**src/tpsd_pkg.sv**
```systemverilog
// tpsd_pkg: shared types and constants of the tga pixel stream decoder
// used by tpsd_cfg_if, the front, the queue, the back and the top level
package tpsd_pkg;

  // pixel format codes held in the format register
  localparam logic [2:0] FMT_RAW16 = 3'd0;
  localparam logic [2:0] FMT_RAW24 = 3'd1;
  localparam logic [2:0] FMT_RAW32 = 3'd2;
  localparam logic [2:0] FMT_RLE24 = 3'd3;
  localparam logic [2:0] FMT_RLE32 = 3'd4;

  // configuration register indexes
  localparam int unsigned CFG_INDEX_W = 2;
  localparam logic [CFG_INDEX_W-1:0] CFG_PIXEL_FORMAT = 2'd0;
  localparam logic [CFG_INDEX_W-1:0] CFG_PIXEL_TOTAL  = 2'd1;
  localparam int unsigned CFG_DATA_W = 32;

  // reset values of the registers
  localparam logic [2:0]  FORMAT_RESET = FMT_RAW24;
  localparam logic [31:0] TOTAL_RESET  = 32'd1;

  // queue between front and back
  localparam int unsigned QUEUE_DEPTH = 2;
  localparam int unsigned QUEUE_PTR_W = (QUEUE_DEPTH > 1) ? $clog2(QUEUE_DEPTH) : 1;
  localparam int unsigned QUEUE_CNT_W = $clog2(QUEUE_DEPTH + 1);

  // one assembled pixel or run, front to back
  typedef struct packed {
    logic [31:0] word;          // bytes of the pixel, first byte at bit 0
    logic        fmt16;         // word holds a 5-5-5 pixel
    logic [7:0]  repeat_count;
    logic        last_pixel;
  } tpsd_entry_t;

endpackage

```
**src/tpsd_byte_if.sv**
```systemverilog
// tpsd_byte_if: input byte channel of the decoder
// depends on nothing
interface tpsd_byte_if;
  logic       valid;
  logic       ready;
  logic [7:0] data_byte;

  modport source (output valid, output data_byte, input ready);
  modport sink (input valid, input data_byte, output ready);
endinterface

```
**src/tpsd_pixel_if.sv**
```systemverilog
// tpsd_pixel_if: output pixel channel of the decoder
// depends on nothing
interface tpsd_pixel_if;
  logic       valid;
  logic       ready;
  logic [7:0] red;
  logic [7:0] green;
  logic [7:0] blue;
  logic [7:0] alpha;
  logic [7:0] repeat_count;
  logic       last_pixel;

  modport source (output valid, output red, output green, output blue, output alpha,
                  output repeat_count, output last_pixel, input ready);
  modport sink (input valid, input red, input green, input blue, input alpha,
                input repeat_count, input last_pixel, output ready);
endinterface

```
**src/tpsd_cfg_if.sv**
```systemverilog
// tpsd_cfg_if: register write channel of the decoder
// depends on tpsd_pkg for the index and data widths
interface tpsd_cfg_if;
  logic                                valid;
  logic                                ready;
  logic [tpsd_pkg::CFG_INDEX_W-1:0]    index;
  logic [tpsd_pkg::CFG_DATA_W-1:0]     data;

  modport source (output valid, output index, output data, input ready);
  modport sink (input valid, input index, input data, output ready);
endinterface

```
**src/tpsd_front.sv**
```systemverilog
// tpsd_front: takes bytes, parses rle headers, assembles pixels, counts pixels
// depends on tpsd_pkg, tpsd_byte_if and tpsd_cfg_if
module tpsd_front (
  input  logic                  clk,
  input  logic                  rst,
  tpsd_byte_if.sink             byte_in,
  tpsd_cfg_if.sink              cfg,
  input  logic                  queue_full,
  output logic                  push,
  output tpsd_pkg::tpsd_entry_t push_entry
);

  logic [2:0]  pixel_format;
  logic [31:0] pixel_total;
  logic [1:0]  byte_phase;
  logic [23:0] pending_bytes;
  logic        expect_header;
  logic        packet_is_run;
  logic [7:0]  packet_left;
  logic [31:0] pixels_left;

  logic        accept;
  logic        cfg_write;
  logic        rle;
  logic [1:0]  last_phase;
  logic [7:0]  b;
  logic [31:0] pixels_eff;
  logic [7:0]  hdr_count;
  logic [7:0]  hdr_count_clip;
  logic [31:0] word;
  logic [7:0]  rep_raw;
  logic [7:0]  rep;
  logic [31:0] pixels_after;
  logic        is_last;
  logic        header_byte;
  logic        pixel_done;
  logic [7:0]  packet_left_next;

  assign byte_in.ready = !queue_full;
  assign cfg.ready     = 1'b1;
  assign accept        = byte_in.valid && byte_in.ready;
  assign cfg_write     = cfg.valid && cfg.ready &&
                         (cfg.index == tpsd_pkg::CFG_PIXEL_FORMAT ||
                          cfg.index == tpsd_pkg::CFG_PIXEL_TOTAL);
  assign b             = byte_in.data_byte;

  // format decode: rle flag and index of the final byte of a pixel
  always_comb begin
    rle        = 1'b0;
    last_phase = 2'd2;
    unique case (pixel_format) inside
      tpsd_pkg::FMT_RAW16: begin
        last_phase = 2'd1;
      end
      tpsd_pkg::FMT_RAW32: begin
        last_phase = 2'd3;
      end
      tpsd_pkg::FMT_RLE24: begin
        rle = 1'b1;
      end
      tpsd_pkg::FMT_RLE32: begin
        rle        = 1'b1;
        last_phase = 2'd3;
      end
      default: begin
        last_phase = 2'd2;
      end
    endcase
  end

  // pixels left in the image; at image start the total, a total of zero counting as one
  always_comb begin
    if (pixels_left != 32'd0) begin
      pixels_eff = pixels_left;
    end else if (pixel_total == 32'd0) begin
      pixels_eff = 32'd1;
    end else begin
      pixels_eff = pixel_total;
    end
  end

  // packet header: raw packet of value+1, run of value-127, clipped to the image
  assign hdr_count      = b[7] ? (b - 8'd127) : (b + 8'd1);
  assign hdr_count_clip = (pixels_eff < {24'd0, hdr_count}) ? pixels_eff[7:0] : hdr_count;

  assign header_byte = rle && expect_header;
  assign pixel_done  = !header_byte && (byte_phase == last_phase);

  // full pixel word from the pending bytes and this byte
  always_comb begin
    case (byte_phase)
      2'd0:    word = {24'd0, b};
      2'd1:    word = {16'd0, b, pending_bytes[7:0]};
      2'd2:    word = {8'd0, b, pending_bytes[15:0]};
      default: word = {b, pending_bytes};
    endcase
  end

  // repeat count and remaining pixels
  assign rep_raw          = (rle && packet_is_run) ? packet_left : 8'd1;
  assign rep              = (pixels_eff < {24'd0, rep_raw}) ? pixels_eff[7:0] : rep_raw;
  assign pixels_after     = pixels_eff - {24'd0, rep};
  assign is_last          = (pixels_after == 32'd0);
  assign packet_left_next = packet_is_run ? 8'd0 : (packet_left - 8'd1);

  assign push                    = accept && pixel_done;
  assign push_entry.word         = word;
  assign push_entry.fmt16        = (pixel_format == tpsd_pkg::FMT_RAW16);
  assign push_entry.repeat_count = rep;
  assign push_entry.last_pixel   = is_last;

  // configuration registers
  always_ff @(posedge clk) begin
    if (rst) begin
      pixel_format <= tpsd_pkg::FORMAT_RESET;
      pixel_total  <= tpsd_pkg::TOTAL_RESET;
    end else if (cfg.valid && cfg.ready) begin
      if (cfg.index == tpsd_pkg::CFG_PIXEL_FORMAT) begin
        pixel_format <= cfg.data[2:0];
      end else if (cfg.index == tpsd_pkg::CFG_PIXEL_TOTAL) begin
        pixel_total <= cfg.data;
      end
    end
  end

  // decoding state
  always_ff @(posedge clk) begin
    if (rst || cfg_write) begin
      byte_phase    <= 2'd0;
      pending_bytes <= 24'd0;
      expect_header <= 1'b1;
      packet_is_run <= 1'b0;
      packet_left   <= 8'd0;
      pixels_left   <= 32'd0;
    end else if (accept) begin
      if (header_byte) begin
        packet_is_run <= b[7];
        packet_left   <= hdr_count_clip;
        expect_header <= 1'b0;
        byte_phase    <= 2'd0;
        pending_bytes <= 24'd0;
        pixels_left   <= pixels_eff;
      end else if (!pixel_done) begin
        case (byte_phase)
          2'd0:    pending_bytes[7:0]   <= b;
          2'd1:    pending_bytes[15:8]  <= b;
          default: pending_bytes[23:16] <= b;
        endcase
        byte_phase  <= byte_phase + 2'd1;
        pixels_left <= pixels_eff;
      end else if (is_last) begin
        byte_phase    <= 2'd0;
        pending_bytes <= 24'd0;
        expect_header <= 1'b1;
        packet_is_run <= 1'b0;
        packet_left   <= 8'd0;
        pixels_left   <= 32'd0;
      end else begin
        byte_phase    <= 2'd0;
        pending_bytes <= 24'd0;
        pixels_left   <= pixels_after;
        if (rle) begin
          packet_left <= packet_left_next;
          if (packet_left_next == 8'd0) begin
            expect_header <= 1'b1;
          end
        end
      end
    end
  end

endmodule

```
**src/tpsd_queue.sv**
```systemverilog
// tpsd_queue: short fifo of assembled pixels between front and back
// depends on tpsd_pkg
module tpsd_queue (
  input  logic                  clk,
  input  logic                  rst,
  input  logic                  push,
  input  tpsd_pkg::tpsd_entry_t push_entry,
  input  logic                  pop,
  output logic                  full,
  output logic                  empty,
  output tpsd_pkg::tpsd_entry_t head
);

  localparam logic [tpsd_pkg::QUEUE_PTR_W-1:0] PTR_LAST =
    tpsd_pkg::QUEUE_PTR_W'(tpsd_pkg::QUEUE_DEPTH - 1);
  localparam logic [tpsd_pkg::QUEUE_PTR_W-1:0] PTR_ONE =
    tpsd_pkg::QUEUE_PTR_W'(1);
  localparam logic [tpsd_pkg::QUEUE_CNT_W-1:0] CNT_FULL =
    tpsd_pkg::QUEUE_CNT_W'(tpsd_pkg::QUEUE_DEPTH);
  localparam logic [tpsd_pkg::QUEUE_CNT_W-1:0] CNT_ONE =
    tpsd_pkg::QUEUE_CNT_W'(1);

  tpsd_pkg::tpsd_entry_t                slots [tpsd_pkg::QUEUE_DEPTH];
  logic [tpsd_pkg::QUEUE_PTR_W-1:0]     wr_ptr;
  logic [tpsd_pkg::QUEUE_PTR_W-1:0]     rd_ptr;
  logic [tpsd_pkg::QUEUE_CNT_W-1:0]     count;
  logic                                 do_push;
  logic                                 do_pop;

  assign full    = (count == CNT_FULL);
  assign empty   = (count == '0);
  assign do_push = push && !full;
  assign do_pop  = pop && !empty;
  assign head    = slots[rd_ptr];

  // slot storage
  always_ff @(posedge clk) begin
    if (do_push) begin
      slots[wr_ptr] <= push_entry;
    end
  end

  // pointers and fill count
  always_ff @(posedge clk) begin
    if (rst) begin
      wr_ptr <= '0;
      rd_ptr <= '0;
      count  <= '0;
    end else begin
      if (do_push) begin
        wr_ptr <= (wr_ptr == PTR_LAST) ? '0 : wr_ptr + PTR_ONE;
      end
      if (do_pop) begin
        rd_ptr <= (rd_ptr == PTR_LAST) ? '0 : rd_ptr + PTR_ONE;
      end
      if (do_push && !do_pop) begin
        count <= count + CNT_ONE;
      end else if (do_pop && !do_push) begin
        count <= count - CNT_ONE;
      end
    end
  end

endmodule

```
**src/tpsd_back.sv**
```systemverilog
// tpsd_back: expands queued pixels to rgba and holds the output register
// depends on tpsd_pkg and tpsd_pixel_if
module tpsd_back (
  input  logic                  clk,
  input  logic                  rst,
  input  logic                  queue_empty,
  input  tpsd_pkg::tpsd_entry_t head,
  output logic                  pop,
  tpsd_pixel_if.source          pixel_out
);

  logic       out_valid;
  logic [7:0] red;
  logic [7:0] green;
  logic [7:0] blue;
  logic [7:0] alpha;
  logic [7:0] repeat_count;
  logic       last_pixel;
  logic [7:0] red_next;
  logic [7:0] green_next;
  logic [7:0] blue_next;
  logic [7:0] alpha_next;

  // take the next entry when the output register is free or being drained
  assign pop = !queue_empty && (!out_valid || pixel_out.ready);

  // colour expansion: 5-5-5 widened by 3, else b,g,r,a byte order
  always_comb begin
    if (head.fmt16) begin
      blue_next  = {head.word[4:0], 3'b000};
      green_next = {head.word[9:5], 3'b000};
      red_next   = {head.word[14:10], 3'b000};
      alpha_next = 8'd0;
    end else begin
      blue_next  = head.word[7:0];
      green_next = head.word[15:8];
      red_next   = head.word[23:16];
      alpha_next = head.word[31:24];
    end
  end

  // output valid flag
  always_ff @(posedge clk) begin
    if (rst) begin
      out_valid <= 1'b0;
    end else if (pop) begin
      out_valid <= 1'b1;
    end else if (pixel_out.ready) begin
      out_valid <= 1'b0;
    end
  end

  // output payload
  always_ff @(posedge clk) begin
    if (pop) begin
      red          <= red_next;
      green        <= green_next;
      blue         <= blue_next;
      alpha        <= alpha_next;
      repeat_count <= head.repeat_count;
      last_pixel   <= head.last_pixel;
    end
  end

  assign pixel_out.valid        = out_valid;
  assign pixel_out.red          = red;
  assign pixel_out.green        = green;
  assign pixel_out.blue         = blue;
  assign pixel_out.alpha        = alpha;
  assign pixel_out.repeat_count = repeat_count;
  assign pixel_out.last_pixel   = last_pixel;

endmodule

```
**src/tga_pixel_stream_decoder.sv**
```systemverilog
// tga_pixel_stream_decoder: top level of the tga pixel data decoder
// depends on tpsd_pkg, the three channel interfaces, tpsd_front, tpsd_queue, tpsd_back
//
// Decodes the pixel data section of a TGA file, one byte per transfer on
// byte_in, into rgba pixels on pixel_out; rle runs leave as one transfer with
// a repeat count, and the transfer that completes the image has last_pixel set.
// Registers on cfg: index 0 pixel_format (0 raw 16, 1 raw 24, 2 raw 32,
// 3 rle 24, 4 rle 32, others as raw 24), index 1 pixel_total; a write restarts the
// image; the user writes only while the block is idle, the block does not enforce it.
// One byte is taken every cycle as long as the two-entry queue behind the byte front
// end has room; a pixel passes through the queue and then the output register, and
// pixel_out may stall without loss, back-pressuring byte_in once the queue is full.
module tga_pixel_stream_decoder (
  input  logic          clk,
  input  logic          rst,
  tpsd_byte_if.sink     byte_in,
  tpsd_cfg_if.sink      cfg,
  tpsd_pixel_if.source  pixel_out
);

  logic                  push;
  logic                  pop;
  logic                  queue_full;
  logic                  queue_empty;
  tpsd_pkg::tpsd_entry_t push_entry;
  tpsd_pkg::tpsd_entry_t head;

  // byte parsing and pixel assembly
  tpsd_front u_front (
    .clk        (clk),
    .rst        (rst),
    .byte_in    (byte_in),
    .cfg        (cfg),
    .queue_full (queue_full),
    .push       (push),
    .push_entry (push_entry)
  );

  // pixel queue
  tpsd_queue u_queue (
    .clk        (clk),
    .rst        (rst),
    .push       (push),
    .push_entry (push_entry),
    .pop        (pop),
    .full       (queue_full),
    .empty      (queue_empty),
    .head       (head)
  );

  // colour expansion and output register
  tpsd_back u_back (
    .clk         (clk),
    .rst         (rst),
    .queue_empty (queue_empty),
    .head        (head),
    .pop         (pop),
    .pixel_out   (pixel_out)
  );

endmodule

```
**src/flat_wrapper.sv**
```systemverilog
// flat-port wrapper written by rule: the top's interface ports become plain ports
module tga_pixel_stream_decoder_flat 
  (clk, rst, byte_in_valid, byte_in_data_byte, byte_in_ready, cfg_valid, cfg_index, cfg_data, cfg_ready, pixel_out_valid, pixel_out_red, pixel_out_green, pixel_out_blue, pixel_out_alpha, pixel_out_repeat_count, pixel_out_last_pixel, pixel_out_ready);
  tpsd_byte_if byte_in_i ();
  tpsd_cfg_if cfg_i ();
  tpsd_pixel_if pixel_out_i ();
  input  logic clk;
  input  logic rst;
  input wire logic [$bits(byte_in_i.valid)-1:0] byte_in_valid;
  input wire logic [$bits(byte_in_i.data_byte)-1:0] byte_in_data_byte;
  output wire logic [$bits(byte_in_i.ready)-1:0] byte_in_ready;
  input wire logic [$bits(cfg_i.valid)-1:0] cfg_valid;
  input wire logic [$bits(cfg_i.index)-1:0] cfg_index;
  input wire logic [$bits(cfg_i.data)-1:0] cfg_data;
  output wire logic [$bits(cfg_i.ready)-1:0] cfg_ready;
  output wire logic [$bits(pixel_out_i.valid)-1:0] pixel_out_valid;
  output wire logic [$bits(pixel_out_i.red)-1:0] pixel_out_red;
  output wire logic [$bits(pixel_out_i.green)-1:0] pixel_out_green;
  output wire logic [$bits(pixel_out_i.blue)-1:0] pixel_out_blue;
  output wire logic [$bits(pixel_out_i.alpha)-1:0] pixel_out_alpha;
  output wire logic [$bits(pixel_out_i.repeat_count)-1:0] pixel_out_repeat_count;
  output wire logic [$bits(pixel_out_i.last_pixel)-1:0] pixel_out_last_pixel;
  input wire logic [$bits(pixel_out_i.ready)-1:0] pixel_out_ready;
  assign byte_in_i.valid = byte_in_valid;
  assign byte_in_i.data_byte = byte_in_data_byte;
  assign byte_in_ready = byte_in_i.ready;
  assign cfg_i.valid = cfg_valid;
  assign cfg_i.index = cfg_index;
  assign cfg_i.data = cfg_data;
  assign cfg_ready = cfg_i.ready;
  assign pixel_out_valid = pixel_out_i.valid;
  assign pixel_out_red = pixel_out_i.red;
  assign pixel_out_green = pixel_out_i.green;
  assign pixel_out_blue = pixel_out_i.blue;
  assign pixel_out_alpha = pixel_out_i.alpha;
  assign pixel_out_repeat_count = pixel_out_i.repeat_count;
  assign pixel_out_last_pixel = pixel_out_i.last_pixel;
  assign pixel_out_i.ready = pixel_out_ready;
  tga_pixel_stream_decoder u_core (.clk(clk), .rst(rst), .byte_in(byte_in_i), .cfg(cfg_i), .pixel_out(pixel_out_i));
endmodule
```
**config.mk**
```make
export PLATFORM = sky130hd
export DESIGN_NAME = tga_pixel_stream_decoder_flat
export DESIGN_NICKNAME = d
export VERILOG_FILES = /design/src/tpsd_pkg.sv /design/src/tpsd_byte_if.sv /design/src/tpsd_pixel_if.sv /design/src/tpsd_cfg_if.sv /design/src/tpsd_front.sv /design/src/tpsd_queue.sv /design/src/tpsd_back.sv /design/src/tga_pixel_stream_decoder.sv /design/src/flat_wrapper.sv
export SDC_FILE = /design/constraint.sdc
export NUM_CORES = 1
export LEC_CHECK = 0
export BUFFER_PORTS_ARGS = -buffer_cell sky130_fd_sc_hd__buf_4
export CAP_MARGIN = 20
export CORE_MARGIN = 2
export CORE_UTILIZATION = 60
export CTS_BUF_LIST = sky130_fd_sc_hd__clkbuf_8
export DETAILED_ROUTE_END_ITERATION = 10
export GPL_TIMING_DRIVEN = 0
export HOLD_SLACK_MARGIN = 0.1
export PLACE_DENSITY = 0.85
export SYNTH_ARGS = -nofsm -noshare
export SYNTH_HDL_FRONTEND = slang
export SYNTH_HIERARCHICAL = 1
export SYNTH_SLANG_ARGS = --single-unit
export TNS_END_PERCENT = 5
```
**constraint.sdc**
```tcl
create_clock -name clk -period 8.1 [get_ports clk]
set_input_delay 0.81 -clock clk [delete_from_list [all_inputs] [get_ports clk]]
set_output_delay 0.81 -clock clk [all_outputs]
set_load 0.03 [all_outputs]
```
Yosys cells after proc, flatten, opt, wreduce, memory -nomap -nowiden
Memories as Yosys holds them, arrays and structs flattened. A register that Yosys moved wholly into a read port is not among the register bits.
Cells that the tools add are included.
{"block": "word_totals", "output_inout_bits": 44, "ram_bits": 84, "reg_bits": 149, "romBits": 0, "latch_bits": 0, "n_memories": 1}
{"block": "op_classes", "mul": 0, "n_div": 0, "addsub": 9, "eq_ne": 9, "order_cmp": 2, "bitwise_logic": 1, "mux": 45, "n_reduce_logical": 47, "shift": 0}
{"name": "u_core.u_queue.slots", "depth": 2, "width": 42, "rd": 1, "rd_clocked_by_memory_dff": 1, "wr": 1, "line": "tpsd_queue.sv:23", "source": "tpsd_pkg::tpsd_entry_t slots [tpsd_pkg::QUEUE_DEPTH];"}
{"cell": "two-way mux 32 bit", "n": 5}
{"cell": "two-way mux 8 bit", "n": 15}
{"cell": "one-hot mux 32 bit (3 select lines)", "n": 1}
{"cell": "logical NOT 32 bit", "n": 2}
{"cell": "less-than comparator 32 x 8 -> 1 bit", "n": 2}
{"cell": "two-way mux 24 bit", "n": 2}
{"cell": "nonzero test 32 bit", "n": 1}
{"cell": "subtractor 32 x 8 -> 32 bit", "n": 1}
{"cell": "two-way mux 1 bit", "n": 17}
{"cell": "nonzero test 3 bit", "n": 4}
{"cell": "logical AND 1 bit", "n": 11}
{"cell": "AND reduction 3 bit", "n": 3}
{"cell": "adder 8 x 1 -> 8 bit (second input constant)", "n": 1}
{"cell": "logical NOT 8 bit", "n": 1}
{"cell": "two-way mux 2 bit", "n": 4}
{"cell": "AND reduction 2 bit", "n": 4}
{"cell": "nonzero test 2 bit", "n": 4}
{"cell": "subtractor 8 x 1 -> 8 bit (second input constant)", "n": 1}
{"cell": "subtractor 8 x 7 -> 8 bit (second input constant)", "n": 1}
{"cell": "== test 3 x 2 -> 1 bit (second input constant)", "n": 2}
{"cell": "logical NOT 1 bit", "n": 6}
{"cell": "logical NOT 2 bit", "n": 3}
{"cell": "OR reduction 2 bit", "n": 3}
{"cell": "adder 2 x 1 -> 2 bit (second input constant)", "n": 2}
{"cell": "12 further kinds", "n": 17}

Depth between registers and ports, before layout
{"block": "logic_depth", "word_depth": 12, "depth_mapped": 32, "ltp_nobuf": 24}

Hierarchy
The synthesis kept the hierarchy.
{"module": "tpsd_front", "cells_each": 1041, "instances": 1, "area_per_inst_um2": 7548.5}
{"module": "tpsd_queue", "cells_each": 156, "instances": 1, "area_per_inst_um2": 3238.1}
{"module": "tpsd_back", "cells_each": 80, "instances": 1, "area_per_inst_um2": 1571.5}

Worst setup path before layout
No wires, ideal clock.
{"block": "synth_timing", "path_type": "register to register", "from": "register u_core.u_front.pixels_left[16]", "to": "register u_core.u_front.packet_left[1]", "t_required_ps": 7978, "slack_ps": 980, "path_buffers": 5, "path_stages_with_launch": 29, "arrival_ps": 6998, "path_cell_list": "dfxtp_1 > nor4_2 > nand4_1 > nor3_2 > buf_4 > buf_4 > buf_2 > clkbuf_1 > a21oi_1 > inv_1 > ha_1 > a221o_1 > a21oi_1 > o211a_1 > clkbuf_1 > mux2i_1 > ha_1 > inv_1 > fa_1 > a211oi_1 > o211ai_1 > a211oi_2 > o211ai_1 > or4_4 > nand2_1 > nand2_1 > nor4_4 > o221ai_1 > o311a_1"}
{"item": "start: declaration", "line": "tpsd_front.sv:20", "source": "logic [31:0] pixels_left;"}
{"item": "start signal: assignment", "line": "tpsd_front.sv:142", "source": "pixels_left <= pixels_eff;"}
{"item": "start signal: assignment", "line": "tpsd_front.sv:150", "source": "pixels_left <= pixels_eff;"}
{"item": "start signal: assignment", "line": "tpsd_front.sv:161", "source": "pixels_left <= pixels_after;"}
{"item": "end signal: assignment", "line": "tpsd_front.sv:138", "source": "packet_left <= hdr_count_clip;"}
{"item": "end signal: assignment", "line": "tpsd_front.sv:163", "source": "packet_left <= packet_left_next;"}
{"item": "end: declaration", "line": "tpsd_front.sv:19", "source": "logic [7:0] packet_left;"}

==> results by group <==
Worst setup path
  • R2R Setup Slk: 0.23 ns
  • Delay-heaviest family, CP: simple AND/OR/NAND/NOR gates
  • Buf/Inv on CP: 9
  • Critical R2R Capture: u_core/u_front/packet_left[5]
  • R2r worst-path depth: 31
  • Worst setup EP type: register
  • Reg2Reg Launch Point: u_core/u_front/pixels_left[21]
  • Critical Path AT: 8.34 ns
  • Slowest stage delay, CP: 0.59 ns
  • Startpoint Class: register
  • Required time of the worst setup path: 8.57 ns
  • Slowest CP cell: or4_4
  • CP Depth: 31
  • Most Frequent Cell on Critical Path: buf_4
  • Critical path class: register to register
  • Crit-path max FO: 10

Pwr
  • Peak supply drop: 0.1373 mV
  • Pwr Density: 233.3 mW/mm^2
  • Power Total: 3350 uW
  • LEAKAGE: 0.005588 uW

Clock network
  • Max clock buf depth: 3
  • CTS H-tree lvls: 2
  • Worst-path clk slew: 0.06 ns
  • Cts bufs inserted: 39
  • CTS root buf: clkbuf_8
  • Clock Sinks: 234
  • CTS tree: done
  • Clock latency on the worst-skew pair: 0.55 ns
  • Hold buffers post-CTS: 0

Timing
  • Final worst slack: 0.2310 ns
  • Fmax: 0.1271 GHz
  • Count of final hold-check violations: 0
  • Max-slew violations: 0
  • Crit share post-route: 0.9715
  • Final min period: 7.869 ns
  • RSZ-0062 raised after global routing: false
  • Measured slew at the worst slew-check pin: 1.018 ns
  • Worst slew margin: 0.3160
  • Clk_skew: 0.03700 ns
  • # setup viols final: 0

Worst hold path
  • HP Class: register to register
  • Min-delay src: u_core/u_front/pixel_total[7]
  • Worst hold endpoint: u_core/u_front/pixel_total[7]
  • Hold depth: 2

Die
  • Initial core utilization: 0.6107
  • Height of the die: 147.5 microns
  • # rows: 52
  • I/O pins: 91
  • Die width: 147.5 microns
  • DIE AREA: 0.02176 sq mm
  • Core region area: 0.02023 sq mm

GRT
  • Overall Global Routing Usage: 0.3215
  • Vias in the first global route: 10,310
  • Largest net degree at the start of global routing: 43
  • First-pass GRT wire length: 55,020 microns
  • Initial antenna violation count: 1
  • GR Overflow Total: 0

Placement
  • Gpl congestion: 1.060
  • Inst Count DP: 1,633
  • PortBufs: 84
  • Worst slack, placed: -1.534 ns
  • Final HPWL DP: 25,370 microns
  • Placed inst area: 0.01338 sq mm

Cells and area
  • Area of the multi-input gates: 0.006065 sq mm
  • Final Non-Filler Cells: 1,714
  • Layout cells sized above 1: 0.1781
  • Synth-to-Final Area Change: 16.18%
  • Design Area, Final: 0.01436 sq mm
  • Seq. cell area: 0.005936 sq mm
  • Layout fillers: 1,486
  • Final Util: 0.7096
  • Layout net count: 1,488

Yosys
  • Flop and latch count out of synthesis: 234
  • Synth Flop Type: edfxtp_1
  • Post-synthesis sequential area ratio: 0.4803
  • Unique cell type count in the Yosys netlist: 82
  • Number of flops mapped to enable cells by yosys: 125
  • Syn Nets: 1,353
  • Yosys Warn Count: 6
  • Cell Area, Synth: 0.01236 sq mm
  • Post-synth ARST share: 0
  • Post-Syn Area per Cell: 9.677 sq um
  • Post-Syn Instances: 1,277

Detailed routing
  • Drt drc: 0
  • Antenna-violating nets left: 0
  • DR vias: 11,090
  • WL/cell: 20.90 microns
  • Drt pass-1 iters: 7
  • DR vias/cell: 6.471
  • Drt initial violations: 1,174
  • Total routed wirelength: 35,830 microns

Job
  • MaxCap Viol Count: 0

Outcome
  • Status: finished clean
[worst reg2reg max path: cells and delay by family (launching register included)]
| family | cells | cell delay, ns |
|---|---|---|
| compound gates | 11 | 2.11 |
| fa+ha+maj | 3 | 0.93 |
| buf+inv | 9 | 1.80 |
| flops | 1 | 0.42 |
| mux | 1 | 0.33 |
| simple gates | 7 | 2.23 |
[state kept, by name (all words and copies together), names as in the netlist, 2 cells and up, named ones only]
| name | flops |
|---|---|
| u_core/u_queue/count | 2 |
| u_core/u_front/pixels_left | 32 |
| u_core/u_front/byte_phase | 2 |
| u_core/u_queue/slots | 84 |
| u_core/u_back/pixel_out.blue | 8 |
| u_core/u_front/pixel_total | 32 |
| u_core/u_front/packet_left | 8 |
| u_core/u_back/pixel_out.alpha | 8 |
| u_core/u_back/pixel_out.red | 8 |
| u_core/u_front/pending_bytes | 24 |
| u_core/u_back/pixel_out.green | 8 |
| u_core/u_back/pixel_out.repeat_count | 8 |
| u_core/u_front/pixel_format | 3 |
[cells in the mapped netlist, drive strengths merged, types with 4 or more instances]
master | count | area (sq um)
or4 | 11 | 93.84
a31oi | 9 | 56.30
o311a | 5 | 50.05
nor4 | 13 | 121.4
o21a | 4 | 30.03
dfxtp | 109 | 2182
o31a | 5 | 43.79
ha | 28 | 350.3
buf | 21 | 147.6
a21o | 20 | 150.1
or2 | 4 | 25.03
mux2i | 12 | 120.1
o211ai | 10 | 75.07
o21ai | 64 | 320.3
and3 | 18 | 112.6
a22o | 24 | 210.2
o31ai | 11 | 82.58
nand2b | 6 | 37.54
nor2 | 124 | 465.5
xor2 | 11 | 96.34
nand4 | 13 | 81.33
or3 | 18 | 122.6
clkbuf | 64 | 240.2
mux2 | 63 | 709.4
nor2b | 27 | 171.4
edfxtp | 125 | 3754
xnor2 | 11 | 96.34
a22oi | 25 | 187.7
nand3 | 26 | 130.1
nand2 | 128 | 480.5
o221ai | 4 | 35.03
a2111oi | 4 | 36.29
a21oi | 121 | 605.6
inv | 25 | 93.84
and2 | 17 | 106.4
a211oi | 12 | 100.1
nor3 | 36 | 185.2
[worst max path at each step]
stage / start / endpoint / slack, ns
2_1_floorplan: u_core/u_front/pixels_left[16] / u_core/u_front/packet_left[1] / 0.98
3_3_place_gp: u_core/u_front/pixels_left[21] / u_core/u_front/packet_left[0] / -1.62
3_5_place_dp: u_core/u_front/pixels_left[16] / u_core/u_front/packet_left[0] / -1.53
4_1_cts: u_core/u_front/pixels_left[28] / u_core/u_front/packet_left[5] / 0.07
5_1_grt: u_core/u_front/pixels_left[21] / u_core/u_front/packet_left[0] / 0.01
6_report: u_core/u_front/pixels_left[21] / u_core/u_front/packet_left[5] / 0.23
[cell families after synthesis]
logic type / after synthesis / share of synthesized area
compound gates: 351 / 0.1851
xor+xnor: 22 / 0.01559
fa+ha+maj: 29 / 0.02997
buf+inv: 110 / 0.03898
flops: 234 / 0.4803
mux: 75 / 0.06713
other cells: 1 / 0.0003034
simple gates: 455 / 0.1827
[per-layer routing]
metal	track usage	up-vias	routed length, microns
li1	-	5016	-
met1	0.4086	5155	13890
met2	0.5279	724	16570
met3	0.06327	197	3321
met4	0.1591	0	2040
met5	0	-	0
[per-stage QoR]
step / hold slack (ns) / TNS, ns
2_1_floorplan: 0.4418 / 0
3_3_place_gp: 0.4610 / -23.32
3_5_place_dp: 0.4663 / -22.54
4_1_cts: 0.4771 / 0
5_1_grt: 0.4943 / 0
6_report: 0.4774 / 0
[report_power, final]
| group | total [uW] | switching [uW] | internal [uW] |
|---|---|---|---|
| Sequential | 1310 | 26.4 | 1280 |
| Combinational | 966 | 623 | 343 |
| Clock | 1080 | 477 | 600 |
| Total | 3350 | 1130 | 2220 |
[cell type report]
class                           count  share of cell area
Multi-Input combinational cell    933              0.4224
Sequential cell                   234              0.4134
Timing Repair Buffer               94             0.05072
Clock buffer                       41             0.03930
Buffer                             85             0.02754
Tap cell                          270             0.02353
Clock inverter                     31             0.01638
Inverter                           25            0.006536
Antenna cell                        1           0.0001743
[placed cells by master (no fill, tap or decap), types with 38 or more instances in the layout]
cell type / netlist / layout
a21oi_1: 121 / 121
buf_4: 4 / 95
clkbuf_1: 64 / 62
clkbuf_8: 0 / 41
dfxtp_1: 109 / 109
edfxtp_1: 125 / 125
inv_1: 25 / 38
mux2_2: 62 / 62
nand2_1: 128 / 128
nor2_1: 124 / 124
o21ai_0: 56 / 56
[timing repair]
item | in CTS | in global routing
resized for setup | 12 | 11
pin swaps | 5 | 2
endpoints found under the setup margin | 26 | 15
buffers inserted | 6 | 1
Power figures use the tool's default switching activity.
